==> src/cgs_ram.sv <==
// ----------------------------------------------------------------------------
// cgs_ram: generic single-port ram
// one access per cycle, read-first, registered read data
// ----------------------------------------------------------------------------
module cgs_ram #(
  parameter int unsigned WIDTH = 8,
  parameter int unsigned DEPTH = 256
) (
  input  logic                     clk_i,
  input  logic                     en_i,
  input  logic                     we_i,
  input  logic [$clog2(DEPTH)-1:0] addr_i,
  input  logic [WIDTH-1:0]         wdata_i,
  output logic [WIDTH-1:0]         rdata_o
);

  logic [WIDTH-1:0] mem_q [DEPTH];
  logic [WIDTH-1:0] rdata_q;

  always_ff @(posedge clk_i) begin
    if (en_i) begin
      if (we_i) begin
        mem_q[addr_i] <= wdata_i;
      end
      rdata_q <= mem_q[addr_i];
    end
  end

  assign rdata_o = rdata_q;

endmodule

==> config.mk <==
export PLATFORM = sky130hd
export DESIGN_NAME = cgs_ram
export DESIGN_NICKNAME = d
export VERILOG_FILES = /design/src/cgs_ram.sv
export SDC_FILE = /design/constraint.sdc
export NUM_CORES = 2
export LEC_CHECK = 0
export BUFFER_PORTS_ARGS = -buffer_cell sky130_fd_sc_hd__buf_2
export CORE_AREA = 4 4 423 425
export DETAILED_ROUTE_END_ITERATION = 6
export DIE_AREA = 0 0 427 429
export GPL_TIMING_DRIVEN = 0
export PLACE_DENSITY = 0.7
export SKIP_LAST_GASP = 1
export SLEW_MARGIN = 10
export SYNTH_ARGS = -nofsm -noshare
export SYNTH_HDL_FRONTEND = slang
export SYNTH_SLANG_ARGS = --single-unit
==> constraint.sdc <==
create_clock -name clk_i -period 5 [get_ports clk_i]
set_input_delay 1.25 -clock clk_i [delete_from_list [all_inputs] [get_ports clk_i]]
set_output_delay 1.25 -clock clk_i [all_outputs]
set_load 0.03 [all_outputs]
### Word-level counts from Yosys, hierarchy flattened

Memory sizes are Yosys's and may differ from the RTL's. A register that Yosys moved wholly into a read port is not among the register bits.
Index checks and enable logic that the tools add are counted.
W data, S select, Z words.

| operators by class | value |
|---|---|
| muxes and demuxes | 3 |

Operators with widths:

| cell | count |
|---|---|
| $mux W1 | 3 |

| storage, ports and cells | value |
|---|---|
| register bits after elaboration | 0 |
| bits in writable memories | 2048 |
| bits of input ports | 19 |
| output and inout bits | 8 |
| memories | 1 |

Memories:

| name | words | bits a word | read ports | clocked after memory_dff | write ports | line | text |
|---|---|---|---|---|---|---|---|
| mem_q | 256 | 8 | 1 | 1 | 1 | 17 | `logic [WIDTH-1:0] mem_q [DEPTH];` |

### Logic depth before layout (Yosys ltp)

| depth | value |
|---|---|
| depth in word-level cells | 3 |
| depth in mapped cells | 9 |
| depth with buffers taken out | 5 |

### Worst setup path after synthesis

OpenSTA, ideal clock, no wires.

| path | value |
|---|---|
| kind | input-to-reg |
| start point | input addr_i[0] |
| end point | memory mem_q[105][0], enable pin |
| library setup time | 0.370 ns |
| data arrival time | 3.140 ns |
| data required time | 4.630 ns |
| setup slack | 1.490 ns |
| cell stages on the path | 8 |
| buffers on the path | 5 |
| path through | clkbuf_1 -> buf_4 -> buf_4 -> buf_2 -> nor3b_1 -> nand2_1 -> clkbuf_1 -> nor2_1 |

RTL lines:

| what | line | text |
|---|---|---|
| from (decl) | 12 | `input logic [$clog2(DEPTH)-1:0] addr_i,` |
| to (decl) | 17 |  |

No word-level cell before the write port.

### Worst setup path after layout

| path | value |
|---|---|
| start point | input addr_i[2] |
| end point | memory mem_q[193][3], enable pin |

No word-level cell before the write port.

==> out/results.ini <==
[outcome]
status = finished, violations left
violations = negative setup slack

[die]
start_util = 0.4469
die_height_um = 429
die_w_um = 427
rows = 154
core_region_area_um2 = 175300
die_area_um2 = 183200
ios = 27

[yosys]
synthDistinctLibCells = 21
yosys.area.top_type = edfxtp_1
synthArstFlopShare = 0
synth_top_area_share = 0.7879
ys.warnings.count = 0
synth_fp_nets = 3544
yosysMostFrequentCell = edfxtp_1
syn-cell-area_um2 = 78360
synthCells = 3525
yosys_register_bits = 2056
ys.flop_type = edfxtp_1
synth.top_cells.by_count = edfxtp_1, mux4_2, nor2_1, a22oi_1, clkbuf_1
synth_seq_area_share = 0.7879
synth.area.top_cells = edfxtp_1, mux4_2, a22oi_1
syn_area_per_cell_um2 = 22.23
synth_edf_count = 2056

[placement]
place.gp.congestion = 0.9305
placed_area_um2 = 82110
port_buffers = 24
dp_hpwl_um = 131200

[setup_path]
path_cells = buf_2 -> nor2_1 -> clkbuf_2 -> clkbuf_1 -> nand2_1 -> clkbuf_2 -> nor2_1
cp.arrival_ns = 5.73
rr_startpoint = mem_q[175][5]$_DFFE_PP_
max_stage_delay_ns = 0.87
crit_start = addr_i[2]
reg2regPathDepth = 5
r2r_slack_ns = 1.77
crit_required_ns = 5.45
crit_type = in2reg
cp-end-kind = register
crit_cells = 7
path_max_fanout = 12
crit_slowest_cell = nor2_1
critical_path_buf_inv_count = 4
critPathTopFamily = simple AND/OR/NAND/NOR gates
cp-start-kind = input pin
endpoint = mem_q[193][3]$_DFFE_PP_
worstReg2RegEnd = rdata_o[5]$_DFFE_PP_

[routing]
drt-initial-drc-count = 5965
antenna_left = 0
drc = 0
wirelength_um = 205700
num_vias = 38840
wire_per_inst_um = 32.76
via_per_inst = 6.186
dr.pass1.iters = 7

[sta]
slew_headroom = 0.1726
fin_worst_skew_ns = 0.03463
timing.final.crit_share = 1.056
rsz0062_at_grt = true
fin_setup_tns_ns = -18.24
max_freq_ghz = 0.1894
slew_viol_final = 0
fin_crit_ns = 5.279
fin_ws_ns = -0.2791
worst_slew_pin_slew_ns = 1.241
setup_viol = 237
hold_viol = 0

[global_route]
grtUsageMet3 = 0.07010
overflow = 0
grt_pass1_wl_um = 290800
grt_antenna_before_repair = 7
met1_usage = 0.3006
grt_max_degree = 141
use_met2 = 0.3381
grtUsageTotal = 0.2251
grt.busiest_layer = met2
grt_pass1_vias = 38600

[clock_tree]
cts.clk_slew.worst_paths_ns = 0.06
cts-root-buf = clkbuf_16
cts_tree = built
cts_buffer_depth = 3
ctsHoldBuffers = 0
cts-htree-levels = 4
clock-sinks = 2056
cts_inserted_buffers = 198
worstSkewPairLatency_ns = 0.83

[pwr]
ir_drop_mv = 0.3832
leakage_nw = 26.50
power.density_nw_per_um2 = 395.8

[finish]
design_area_um2 = 88360
nets = 3790
drive_above_1_share = 0.2399
syn_to_final_growth_pct = 12.76

[min_path]
hold_path.class = in2reg

[run]
drv_cap = 0

==> power breakdown <==
part           switching, mW  internal (mW)  leakage, nW
Combinational           1.13          0.544         5.04
Clock                   6.37           7.94         2.99
Sequential           0.00610           19.0         18.5
Total                   7.50           27.5         26.5
==> registers in the layout (all words and copies together) (netlist names) <==
name and count:
mem_q 2048, rdata_o 8
==> worst min-delay path by stage <==
stage | from | to | depth (start not counted)
final | wdata_i[4] | mem_q[58][4]$_DFFE_PP_ | 1
after global routing | wdata_i[4] | mem_q[59][4]$_DFFE_PP_ | 1
after CTS | wdata_i[4] | mem_q[173][4]$_DFFE_PP_ | 1
after detailed placement | mem_q[135][1]$_DFFE_PP_ | rdata_o[1]$_DFFE_PP_ | 5
after global placement | mem_q[242][6]$_DFFE_PP_ | rdata_o[6]$_DFFE_PP_ | 5
after floorplan | mem_q[146][0]$_DFFE_PP_ | rdata_o[0]$_DFFE_PP_ | 5
==> cell type report <==
type                    instances  area, µm²
fillers                     13580      86980
flip-flops and latches       2056      61740
multi-input cells            1244      15720
clock buffers                 246       5156
well taps                    2340       2928
plain buffers                 225       1026
clock inverters               113      978.4
repair buffers                 46      790.8
diodes                          9      22.52
==> repair_timing <==
action / CTS / global route
endpoints found under the hold margin: 0 / 0
buffers inserted: 0 / 0
gates cloned: 0 / 0
resized for setup: 13 / 29
endpoints found under the setup margin: 212 / 289
==> worst reg2reg max path, stage by stage (launching register included) <==
cell and delay [ns]:
edfxtp_1 0.36, mux4_2 0.52, a22oi_1 0.43, a21oi_1 0.24, o41ai_1 0.72, nand4_1 0.55
==> layout by cell type (no fill, tap or decap), types with 5 or more instances in the layout <==
| cell type | count |
|---|---|
| edfxtp_1 | 2056 |
| mux4_2 | 512 |
| a22oi_1 | 256 |
| nor2_1 | 226 |
| clkbuf_16 | 199 |
| clkbuf_1 | 168 |
| a21oi_1 | 128 |
| buf_2 | 55 |
| clkinv_1 | 48 |
| clkinv_2 | 34 |
| nor2_2 | 33 |
| o41ai_1 | 32 |
| nand2_1 | 24 |
| buf_1 | 23 |
| clkbuf_2 | 22 |
| buf_16 | 20 |
| buf_4 | 12 |
| bufinv_16 | 12 |
| diode_2 | 9 |
| buf_6 | 8 |
| nand4_1 | 8 |
| buf_8 | 8 |
| nor2b_1 | 6 |
| nand2_2 | 6 |
| inv_6 | 5 |
| clkinvlp_4 | 5 |
==> cells by family after synthesis <==
kind of cell / Yosys count / share of synthesized area
buffers and inverters: 225 / 0.01274
AO/OA/AOI/OAI: 416 / 0.03628
multiplexers: 512 / 0.1471
flip-flops: 2056 / 0.7879
AND/OR/NAND/NOR: 316 / 0.01598
==> layer usage <==
layer	vias to the layer above	wire, µm
li1	15520	-
met1	20360	74210
met2	2480	95760
met3	483	24820
met4	2	10880
met5	-	14
==> through the flow <==
step | total power [mW] | utilization | worst slack (ns) | hold WS (ns) | cells
after floorplan | 20.19 | - | 1.490 | 0.8956 | 3525
after CTS | 35.06 | 0.5034 | -0.02620 | 0.7263 | 6270
after global placement | 21.01 | 0.4643 | -2.055 | 1.269 | 5889
after global routing | 35.93 | 0.5038 | -0.09254 | 0.7546 | 6270
final | 34.98 | 0.5040 | -0.2791 | 0.7754 | 6279
after detailed placement | 21.02 | 0.4683 | -1.045 | 1.265 | 5911
(Power assumes the default switching activity.)
